### src/design/bounded_ordered_list_engine_core_assert.svh
// ----------------------------------------------------------------------------
// bounded ordered list engine - assertion macros
// shared property forms, clocked on clk_i and disabled while rst_ni is low
// ----------------------------------------------------------------------------
`ifndef BOUNDED_ORDERED_LIST_ENGINE_CORE_ASSERT_SVH
`define BOUNDED_ORDERED_LIST_ENGINE_CORE_ASSERT_SVH

// same-cycle implication
`define BOLEC_ASSERT_IMPL(name, pre, post, msg) \
  name: assert property (@(posedge clk_i) disable iff (!rst_ni) (pre) |-> (post)) \
    else $error(msg);

// next-cycle implication
`define BOLEC_ASSERT_NEXT(name, pre, post, msg) \
  name: assert property (@(posedge clk_i) disable iff (!rst_ni) (pre) |=> (post)) \
    else $error(msg);

`endif

### src/design/bolec_pkg.sv
// ----------------------------------------------------------------------------
// bolec_pkg
// command codes, field widths and the cell control struct of the list engine
// ----------------------------------------------------------------------------
`default_nettype none

package bolec_pkg;

  // fixed field widths of the item channels
  localparam int unsigned CMD_W = 4;
  localparam int unsigned VAL_W = 32;
  localparam int unsigned POS_W = 7;
  localparam int unsigned CNT_W = 7;
  localparam int unsigned CFG_W = 7;

  // command codes
  typedef enum logic [CMD_W-1:0] {
    CMD_PUSH_FRONT = 4'd0,
    CMD_PUSH_BACK  = 4'd1,
    CMD_POP_FRONT  = 4'd2,
    CMD_POP_BACK   = 4'd3,
    CMD_READ_AT    = 4'd4,
    CMD_INSERT_AT  = 4'd5,
    CMD_REMOVE     = 4'd6,
    CMD_CONTAINS   = 4'd7,
    CMD_CLEAR      = 4'd8
  } bolec_cmd_e;

  // broadcast control to every cell of the row
  typedef struct packed {
    logic open;     // open a gap at the position: upper cells take the left neighbour
    logic close;    // close a gap at the position: cells take the right neighbour
    logic compare;  // register the per-cell match against the search word
  } cell_op_t;

endpackage

`default_nettype wire

### src/design/bolec_cell.sv
// ----------------------------------------------------------------------------
// bolec_cell
// one list slot: holds a data word, shifts with its neighbours, flags a match
// ----------------------------------------------------------------------------
`default_nettype none

module bolec_cell #(
  parameter int unsigned DW    = 32,
  parameter int unsigned AW    = 6,
  parameter int unsigned CW    = 7,
  parameter int unsigned INDEX = 0
) (
  input  wire                   clk_i,
  input  wire                   rst_ni,
  input  wire bolec_pkg::cell_op_t op_i,
  input  wire  [AW-1:0]         at_i,
  input  wire  [CW-1:0]         count_i,
  input  wire  [DW-1:0]         value_i,
  input  wire  [DW-1:0]         left_i,
  input  wire  [DW-1:0]         right_i,
  output logic [DW-1:0]         data_o,
  output logic                  match_o
);
  import bolec_pkg::*;

  localparam logic [AW-1:0] IDX_A = AW'(INDEX);
  localparam logic [CW-1:0] IDX_C = CW'(INDEX);

  logic [DW-1:0] data_q, data_d;
  logic          match_q;

  // shift or load per the broadcast op
  always_comb begin
    data_d = data_q;
    if (op_i.open) begin
      if (IDX_A > at_i) begin
        data_d = left_i;
      end else if (IDX_A == at_i) begin
        data_d = value_i;
      end
    end else if (op_i.close && (IDX_A >= at_i)) begin
      data_d = right_i;
    end
  end

  always_ff @(posedge clk_i) begin
    data_q <= data_d;
  end

  // match only counts for slots inside the list
  always_ff @(posedge clk_i or negedge rst_ni) begin
    if (!rst_ni) begin
      match_q <= 1'b0;
    end else if (op_i.compare) begin
      match_q <= (IDX_C < count_i) && (data_q == value_i);
    end
  end

  assign data_o  = data_q;
  assign match_o = match_q;

endmodule

`default_nettype wire

### config.mk
export PLATFORM = sky130hd
export DESIGN_NAME = bolec_cell
export DESIGN_NICKNAME = d
export VERILOG_FILES = /design/src/design/bounded_ordered_list_engine_core_assert.svh /design/src/design/bolec_pkg.sv /design/src/design/bolec_cell.sv
export SDC_FILE = /design/constraint.sdc
export NUM_CORES = 1
export LEC_CHECK = 0
export ABC_CLOCK_PERIOD_IN_PS = 2600
export BUFFER_PORTS_ARGS = -buffer_cell sky130_fd_sc_hd__buf_2
export CAP_MARGIN = 10
export CORE_MARGIN = 3
export CORE_UTILIZATION = 42
export CTS_CLUSTER_DIAMETER = 100
export DETAILED_ROUTE_END_ITERATION = 6
export GPL_TIMING_DRIVEN = 0
export PLACE_DENSITY = 0.95
export SYNTH_ARGS = -nofsm -noshare
export SYNTH_HDL_FRONTEND = slang
export SYNTH_SLANG_ARGS = --single-unit
### constraint.sdc
create_clock -name clk_i -period 2.6 [get_ports clk_i]
set_input_delay 0.26 -clock clk_i [delete_from_list [all_inputs] [get_ports clk_i]]
set_output_delay 0.26 -clock clk_i [all_outputs]
set_load 0.01 [all_outputs]
==> results by group, run 1 <==
Run status
  • Status: completed

Synth
  • Top-area cell type share of the netlist area: 0.544
  • Syn. warnings: 0
  • Post-synthesis cell count: 120
  • Synth area leaders: edfxtp_1, mux2_2, xor2_1
  • Synth Register Bits: 33
  • Unique masters post-synth: 16
  • Syn_area_per_cell: 14.7 µm²
  • Top cell type by total area after synthesis: edfxtp_1
  • Sequential area share after synthesis: 0.558
  • Cell area after synthesis: 1770 µm²
  • Post-Syn Nets: 234

STA
  • FMAX: 550 MHz
  • Setup TNS: 0 ns
  • Max-slew violation count: 0
  • RSZ-0062 raised after global routing: false
  • Fin crit share: 0.700
  • WHS: 0.252 ns
  • Slew at the pin closest to its max-slew limit: just over 0.8 ns
  • Max_slew headroom: 0.458
  • Setup WS post-layout: between 0.7 and 0.8 ns
  • Final hold vios: 0
  • Final setup viols: 0
  • Clock skew: between 0.002 and 0.0025 ns
  • Final min period: about 1.8 ns

Power and ir drop
  • Power Dens Cells: 453 nW/µm²
  • Pleak: 1.10 nW
  • Worst vdd ir: about 0.42 mV
  • Power, Total: 1.15 mW

Worst hold path
  • HP Start: op_i[0]
  • Hold Path Class: input port to register
  • Hold path cells: 3
  • WHS Endpoint: match_o

Place
  • Hpwl dp: 3640 µm
  • Inst Count DP: 283
  • Placement Cell Area: between 2000 and 2500 µm²
  • GP Congestion: 0.760
  • Port bufs: 113
  • Place WS: 0.455 ns

Cells and area
  • Area growth from synthesis to layout: 43.4%
  • Layout Cells excl Fill: 292
  • Fin area: 2530 µm²
  • Layout cells sized above 1: 0.652
  • Register area: 986 µm²
  • Fill cells: 288
  • Multi-input logic area: 774 µm²
  • Post-layout nets: 357
  • Core Util, Final: 0.657
  • Antenna diodes: 0

Setup path
  • Reg2reg setup slack: around 1 ns
  • Largest stage delay, worst path: 0.63 ns
  • Worst Path Buf+Inv: 2
  • CP Launch Type: input port
  • Worst EP arrival: 1.81 ns
  • Slowest stage cell, crit path: nor4_4
  • FF-to-FF End: match_o
  • Delay-heaviest family, CP: simple AND/OR/NAND/NOR gates
  • CP Cell Sequence: buf_2 -> or4_1 -> nor4_4 -> buf_6
  • Worst reg2reg path depth: 4
  • Critical path endpoint category: register
  • Crit path required time: 2.59 ns
  • Crit Path Max Fanout: 11
  • CP Class: input port to register
  • Reg2reg start: data_o[18]

Clock network
  • CTS tree: done
  • Postcts setup bufs: 0
  • Clock sink count: 33
  • Worst-path clk slew: 0.06 ns
  • Clock latency on the worst-skew pair: between 0.2 and 0.3 ns
  • CTS Buffer Depth: 2
  • CTS buffer count: 5
  • H-tree levels: 2
  • Root buf cell: clkbuf_8

Detailed routing
  • First-pass iteration count of the detailed router: 4
  • Wire length on met2: 2280 µm
  • Final ANT Viol Nets: 0
  • Metal-1 WL: 1610 µm
  • DRT Wirelength: 4440 µm
  • Vias per cell: roughly 4.9
  • Met3 routed WL: 395 µm
  • DR top layer: met4
  • DRC Markers: 0
  • DR WL/cell: 15.2 µm
  • DR vias: about 1400
  • DRT iter0 DRCs: 25

Global route
  • Vias in the first global route: 1499
  • GR Util All Layers: 0.181
  • Largest net degree at the start of global routing: 13
  • Total grt overflow: 0
  • Initial antenna violation count: 0
  • First-pass GRT wire length: a little under 7000 µm

Die
  • Row count: 22
  • Core Region: 3850 µm²
  • Die W: 70.8 µm
  • Die Y: 70.8 µm
  • Die area: 5020 µm²
  • I/O Pins: 147
  • Initial Util: 0.458

Flow run
  • Max-Cap Viols: 0
## layout make-up
| type | instances | area share |
|---|---|---|
| Sequential cell | 33 | 0.389 |
| Clock buffer | 8 | 0.0356 |
| Timing Repair Buffer | 116 | 0.238 |
| Buffer | 4 | 0.00791 |
| Tap cell | 48 | 0.0237 |
| Multi-Input combinational cell | 83 | 0.306 |
## sequential cells by signal, summed over array words and instances (netlist names)
signal	flops
data_o	32
match_o	1
## worst reg2reg max path, stage by stage (launching register included)
cell and delay (ns):
edfxtp_1 0.41, xor2_1 0.16, nor4_1 0.43, nand4_1 0.22, o31ai_1 0.26
## layer usage
metal | global-route usage | up-vias
li1 | - | 696
met1 | 0.197 | 650
met2 | 0.322 | 74
met3 | 0.0568 | 12
met4 | 0.0814 | 0
met5 | 0 | -
## cell usage after synthesis
library cell  count
edfxtp_1         32
mux2_2           32
xor2_1           31
nor4_1            8
buf_2             4
nand4_1           2
nor3_1            2
dfrtp_1           1
nand2_1           1
nand2b_1          1
nand3_1           1
nor2_1            1
nor4_2            1
o31ai_1           1
or4_1             1
xnor2_1           1
## power by group
part           internal (mW)  switching, mW  leakage (nW)
clock network          0.216          0.172        0.0455
logic                 0.0989         0.0661         0.754
registers              0.593        0.00302         0.302
## timing repair
| action | CTS | global route |
|---|---|---|
| gates resized for setup | 0 | 0 |
| endpoints found under the hold margin | 1 | 0 |
| hold buffers | 1 | 0 |
## placed cells by master, fill, tap and decap left out, types with 2 or more instances in the layout
cell type and instances:
nor4_1 7, nor3_1 2, xor2_1 31, buf_2 117, edfxtp_1 32, nand4_1 2
mux2_2 32, clkbuf_8 6, clkbuf_1 2
## worst max path at each step
stage                     startpoint         end  slack [ns]  cells after the start
after detailed placement     at_i[2]  data_o[18]        0.46                      4
final                        at_i[2]  data_o[11]        0.78                      4
after CTS                    at_i[2]  data_o[11]        0.77                      4
after global routing         at_i[2]  data_o[11]        0.71                      4
after floorplan              at_i[2]   data_o[0]        0.30                      2
after global placement       at_i[2]  data_o[18]       -0.23                      3
## kinds of logic after synthesis
kind of cell,synth area share
flip-flops,0.558
XOR/XNOR,0.159
buffers and inverters,0.0113
multiplexers,0.204
AND/OR/NAND/NOR,0.0631
AO/OA/AOI/OAI,0.00425
Note: power is estimated with default switching activity, not from simulation.
==> run 2, diff against run 1 <==
--- a/config.mk
+++ b/config.mk
@@ -5,15 +5,15 @@
 export SDC_FILE = /design/constraint.sdc
 export NUM_CORES = 1
 export LEC_CHECK = 0
-export ABC_CLOCK_PERIOD_IN_PS = 2600
+export ABC_CLOCK_PERIOD_IN_PS = 1900
 export BUFFER_PORTS_ARGS = -buffer_cell sky130_fd_sc_hd__buf_2
 export CAP_MARGIN = 10
 export CORE_MARGIN = 3
-export CORE_UTILIZATION = 42
+export CORE_UTILIZATION = 39
 export CTS_CLUSTER_DIAMETER = 100
 export DETAILED_ROUTE_END_ITERATION = 6
 export GPL_TIMING_DRIVEN = 0
-export PLACE_DENSITY = 0.95
+export PLACE_DENSITY = 0.9
 export SYNTH_ARGS = -nofsm -noshare
 export SYNTH_HDL_FRONTEND = slang
 export SYNTH_SLANG_ARGS = --single-unit
==> constraint.sdc (replaced) <==
create_clock -name clk_i -period 1.9 [get_ports clk_i]
set_input_delay 0.19 -clock clk_i [delete_from_list [all_inputs] [get_ports clk_i]]
set_output_delay 0.19 -clock clk_i [all_outputs]
set_load 0.01 [all_outputs]
==> results by group, run 2 (same netlist as run 1, synthesis figures left out) <==
Die
  • Row count: 23
  • Die Y: 73.3 µm
  • Core Region: 4170 µm²
  • Die W: about 73 µm
  • Die area: 5370 µm²
  • Initial Util: 0.423
  • I/O Pins: approximately 150

Detailed routing
  • Vias per cell: 4.83
  • First-pass iteration count of the detailed router: 2
  • DRC Markers: 0
  • Final ANT Viol Nets: 0
  • DRT iter0 DRCs: 42
  • DR vias: between 1000 and 1500
  • DRT Wirelength: 4300 µm
  • DR WL/cell: 14.6 µm

Clock network
  • Clock latency on the worst-skew pair: 0.28 ns
  • CTS buffer count: 5
  • Postcts setup bufs: 0
  • Clock sink count: 33
  • CTS Buffer Depth: 2
  • H-tree levels: 2
  • Root buf cell: clkbuf_8
  • Worst-path clk slew: 0.06 ns
  • CTS tree: done

Cells and area
  • Area growth from synthesis to layout: 43.6%
  • Most common cell after layout, fill and taps aside: buf_2
  • Antenna diodes: 0
  • Layout cells sized above 1: 0.660
  • Layout Cells excl Fill: 294
  • Fill cells: 327
  • Core Util, Final: 0.607
  • Max FFs per register: 32
  • Post-layout nets: 357
  • Multi-input logic area: 778 µm²
  • Register area: around 990 µm²
  • Most frequent cells in the layout: buf_2, mux2_2, edfxtp_1, xor2_1, nor4_1

Setup path
  • Crit Path Max Fanout: 13
  • Crit path required time: 1.89 ns
  • Worst Path Buf+Inv: 2
  • Critical path endpoint category: register
  • Reg2reg setup slack: 0.39 ns
  • CP Launch Type: input port
  • Largest stage delay, worst path: 0.57 ns
  • Slowest stage cell, crit path: nor4_4
  • CP Cell Sequence: buf_2 -> or4_4 -> nor4_4 -> buf_8
  • Worst EP arrival: 1.67 ns
  • CP Class: input port to register
  • Delay-heaviest family, CP: simple AND/OR/NAND/NOR gates

Global route
  • Largest net degree at the start of global routing: 14
  • GR Util All Layers: 0.164
  • Total grt overflow: 0
  • First-pass GRT wire length: between 6000 and 7000 µm
  • Initial antenna violation count: 0
  • Vias in the first global route: 1527

STA
  • Final hold vios: 0
  • Final setup viols: 0
  • WHS: 0.183 ns
  • Max-slew violation count: 0
  • Setup WS post-layout: 0.218 ns
  • Setup TNS: 0 ns
  • FMAX: 594 MHz
  • RSZ-0062 raised after global routing: false
  • Fin crit share: 0.886
  • Final min period: 1.68 ns
  • Slew at the pin closest to its max-slew limit: 0.733 ns
  • Max_slew headroom: 0.508
  • Clock skew: 0.00338 ns

Run status
  • Status: completed

Place
  • Port bufs: 113
  • Inst Count DP: 285
  • Place WS: -0.0924 ns
  • GP Congestion: 0.708
  • Hpwl dp: 3550 µm

Power and ir drop
  • Sequential share of power: 0.530
  • Power Dens Cells: 607 nW/µm²
  • Pleak: 1.10 nW
  • Int Power: 1.20 mW
  • Comb pwr share: 0.146
  • Clk pwr share: 0.324
  • Sw power: 0.337 mW
  • Worst vdd ir: 0.450 mV
  • Switch share: 0.219

Worst hold path
  • Hold Path Class: input port to register

Flow run
  • Max-Cap Viols: 0
## run 2: stage by stage
stage / total power [mW] / instance area, µm²
2_1_floorplan: 0.937 / 1780
3_3_place_gp: 1.05 / 2410
3_5_place_dp: 1.06 / 2440
4_1_cts: 1.57 / 2530
5_1_grt: 1.61 / 2530
6_report: 1.54 / 2530
## run 2: tightest hold or removal path: cells and delay by family
family,cells,cell delay [ns]
buffers and inverters,1,0.10
AOI/OAI and AO/OA,1,0.07
and+or+nand+nor,1,0.06
## run 2: path summary, 6_finish.rpt
check                          start          to  cells after the start
max                          at_i[2]  data_o[25]                      4
max reg2reg                data_o[8]     match_o                      4
min                          op_i[0]     match_o                      3
min reg2reg                  match_o     match_o                      2
max in group asynchronous     rst_ni     match_o                      2
min in group asynchronous     rst_ni     match_o                      2
## run 2: cell type report
class	instances	share of cell area
tap	50	0.0247
clock buffer	6	0.0286
timing repair buffer	116	0.239
clock inverter	2	0.00395
sequential	33	0.389
multi-input combinational	83	0.307
buffer	4	0.00790
## run 2: power by group through the flow
stage               clock network, mW  logic (mW)  registers [mW]
finish                          0.498       0.225           0.815
global route                    0.546       0.249           0.815
CTS                             0.523       0.228           0.815
detailed placement                  0       0.226           0.831
global placement                    0       0.217           0.830
floorplan                           0       0.104           0.834
## run 2: per-layer routing
layer  track usage  vias up  wire [µm]
li1              -      696          -
met1         0.174      638       1620
met2         0.282       76       2120
met3        0.0602        9        457
met4        0.0840        0         97
met5             0        -          0
## run 2: timing repair
action,4_1_cts,5_1_grt
resized for setup,0,0
hold endpoints to repair,1,0
hold buffers,1,0
==> run 3, diff against run 2 <==
--- a/config.mk
+++ b/config.mk
@@ -8,7 +8,6 @@
 export ABC_CLOCK_PERIOD_IN_PS = 1900
 export BUFFER_PORTS_ARGS = -buffer_cell sky130_fd_sc_hd__buf_2
 export CAP_MARGIN = 10
-export CORE_MARGIN = 3
 export CORE_UTILIZATION = 39
 export CTS_CLUSTER_DIAMETER = 100
 export DETAILED_ROUTE_END_ITERATION = 6
==> results by group, run 3 (same netlist as run 1, synthesis figures left out) <==
Place
  • Hpwl dp: 3310 µm
  • Place WS: -0.151 ns
  • Port bufs: about 110
  • GP Congestion: 0.655

Setup path
  • Crit path required time: 1.89 ns
  • Largest stage delay, worst path: 0.64 ns
  • CP Class: input port to register
  • Reg2reg setup slack: 0.40 ns
  • Delay-heaviest family, CP: simple AND/OR/NAND/NOR gates
  • CP Launch Type: input port
  • Crit Path Max Fanout: 11
  • Worst Path Buf+Inv: 2
  • Worst EP arrival: 1.73 ns
  • CP Cell Sequence: buf_2 -> or4_4 -> nor4_4 -> buf_6
  • Critical path endpoint category: register
  • Worst reg2reg path depth: 4
  • FF-to-FF End: match_o
  • Reg2reg start: data_o[8]
  • Slowest stage cell, crit path: nor4_4

Detailed routing
  • DRT Wirelength: 4090 µm
  • DRT iter0 DRCs: 27
  • DRC Markers: 0
  • First-pass iteration count of the detailed router: 2
  • DR vias: 1410
  • Vias per cell: between 4 and 5
  • Final ANT Viol Nets: 0
  • DR WL/cell: 13.8 µm

Clock network
  • Root buf cell: clkbuf_8
  • Postcts setup bufs: 0
  • CTS Buffer Depth: 2
  • Clock sink count: 33
  • Clock latency on the worst-skew pair: 0.28 ns
  • Worst-path clk slew: 0.07 ns
  • H-tree levels: 2
  • CTS tree: done
  • CTS buffer count: 5

Power and ir drop
  • Worst vdd ir: ~0.46 mV
  • Sw power: 0.346 mW
  • Int Power: between 1 and 1.5 mW
  • Switch share: 0.225
  • Power, Total: 1.54 mW
  • Comb pwr share: 0.145
  • Power Dens Cells: 608 nW/µm²
  • Clk pwr share: 0.326
  • Sequential share of power: 0.529
  • Pleak: 1.10 nW

Flow run
  • Max-Cap Viols: 0

Worst hold path
  • WHS Endpoint: match_o
  • Hold Path Class: input port to register
  • Hold path cells: 3
  • HP Start: op_i[0]

STA
  • Fin crit share: 0.914
  • Final min period: 1.74 ns
  • Clock skew: 0.00322 ns
  • Max-slew violation count: 0
  • FMAX: ~580 MHz
  • Slew at the pin closest to its max-slew limit: roughly 0.84 ns
  • Final hold vios: 0
  • Max_slew headroom: 0.437
  • WHS: between 0.15 and 0.2 ns
  • Final setup viols: 0
  • Setup WS post-layout: 0.163 ns
  • RSZ-0062 raised after global routing: false

Cells and area
  • Most frequent cells in the layout: buf_2, mux2_2, edfxtp_1, xor2_1, nor4_1
  • Area growth from synthesis to layout: 43.4%
  • Core Util, Final: 0.582
  • Max FFs per register: 32
  • Antenna diodes: 0
  • Post-layout nets: 357
  • Layout cells sized above 1: 0.656
  • Most common cell after layout, fill and taps aside: buf_2

Die
  • I/O Pins: roughly 150
  • Row count: 24
  • Die W: 69.3 µm
  • Initial Util: 0.405
  • Die Y: 69.3 µm
  • Die area: 4800 µm²
  • Core Region: 4350 µm²

Global route
  • GR Util All Layers: 0.179
  • Initial antenna violation count: 0
  • Largest net degree at the start of global routing: 13
  • Total grt overflow: 0
  • First-pass GRT wire length: 6610 µm
  • Vias in the first global route: about 1600

Run status
  • Status: completed
[run 3: cell types whose count changed in the layout (fill, tap and decap cells not counted), sizes merged]
cell	previous run	this run
clkbuf	6	5
clkinv	2	3
[run 3: cell type report]
cell class	instances	area, µm²
clock inverter	3	12.5
fill	358	1820
buffer	4	20.0
sequential	33	986
clock buffer	5	68.8
timing repair buffer	116	602
tap	52	65.1
multi-input combinational	83	778
[run 3: how the worst max path moves through the flow]
stage | start | to | slack, ns | depth (start not counted)
6_report | at_i[2] | data_o[11] | 0.16 | 4
5_1_grt | op_i[2] | data_o[18] | 0.04 | 5
4_1_cts | op_i[2] | data_o[11] | 0.15 | 5
3_5_place_dp | op_i[2] | data_o[11] | -0.15 | 5
3_3_place_gp | at_i[2] | data_o[11] | -0.89 | 3
2_1_floorplan | at_i[2] | data_o[0] | -0.29 | 2
[run 3: per-layer routing]
layer / vias to the layer above / wire (µm) / GRT usage
met4: 0 / 44 / 0.0726
met3: 4 / 363 / 0.0683
li1: 698 / - / -
met1: 634 / 1540 / 0.187
met2: 74 / 2140 / 0.320
met5: - / 0 / 0
[run 3: power groups by stage]
stage / clock network [mW] / registers, mW / logic [mW]
after global routing: 0.540 / 0.815 / 0.246
after floorplan: 0 / 0.834 / 0.104
after CTS: 0.521 / 0.815 / 0.226
after detailed placement: 0 / 0.831 / 0.224
final: 0.501 / 0.815 / 0.223
after global placement: 0 / 0.830 / 0.216
[run 3: repair_timing]
item / in CTS / in global routing
hold endpoints to repair: 1 / 0
resized for setup: 0 / 0
hold buffers: 1 / 0
[run 3: worst reg2reg max path, stage by stage (launching register included)]
cell and delay [ns]:
edfxtp_1 0.41, xor2_1 0.16, nor4_1 0.39, nand4_1 0.20
o31ai_1 0.25
[run 3: per-stage QoR]
step                cell area (µm²)  setup TNS (ns)  cells
finish                         2530               0    296
global route                   2530               0    296
CTS                            2530               0    296
detailed placement             2440           -3.30    287
global placement               2410          -28.50    285
floorplan                      1780           -9.38    120
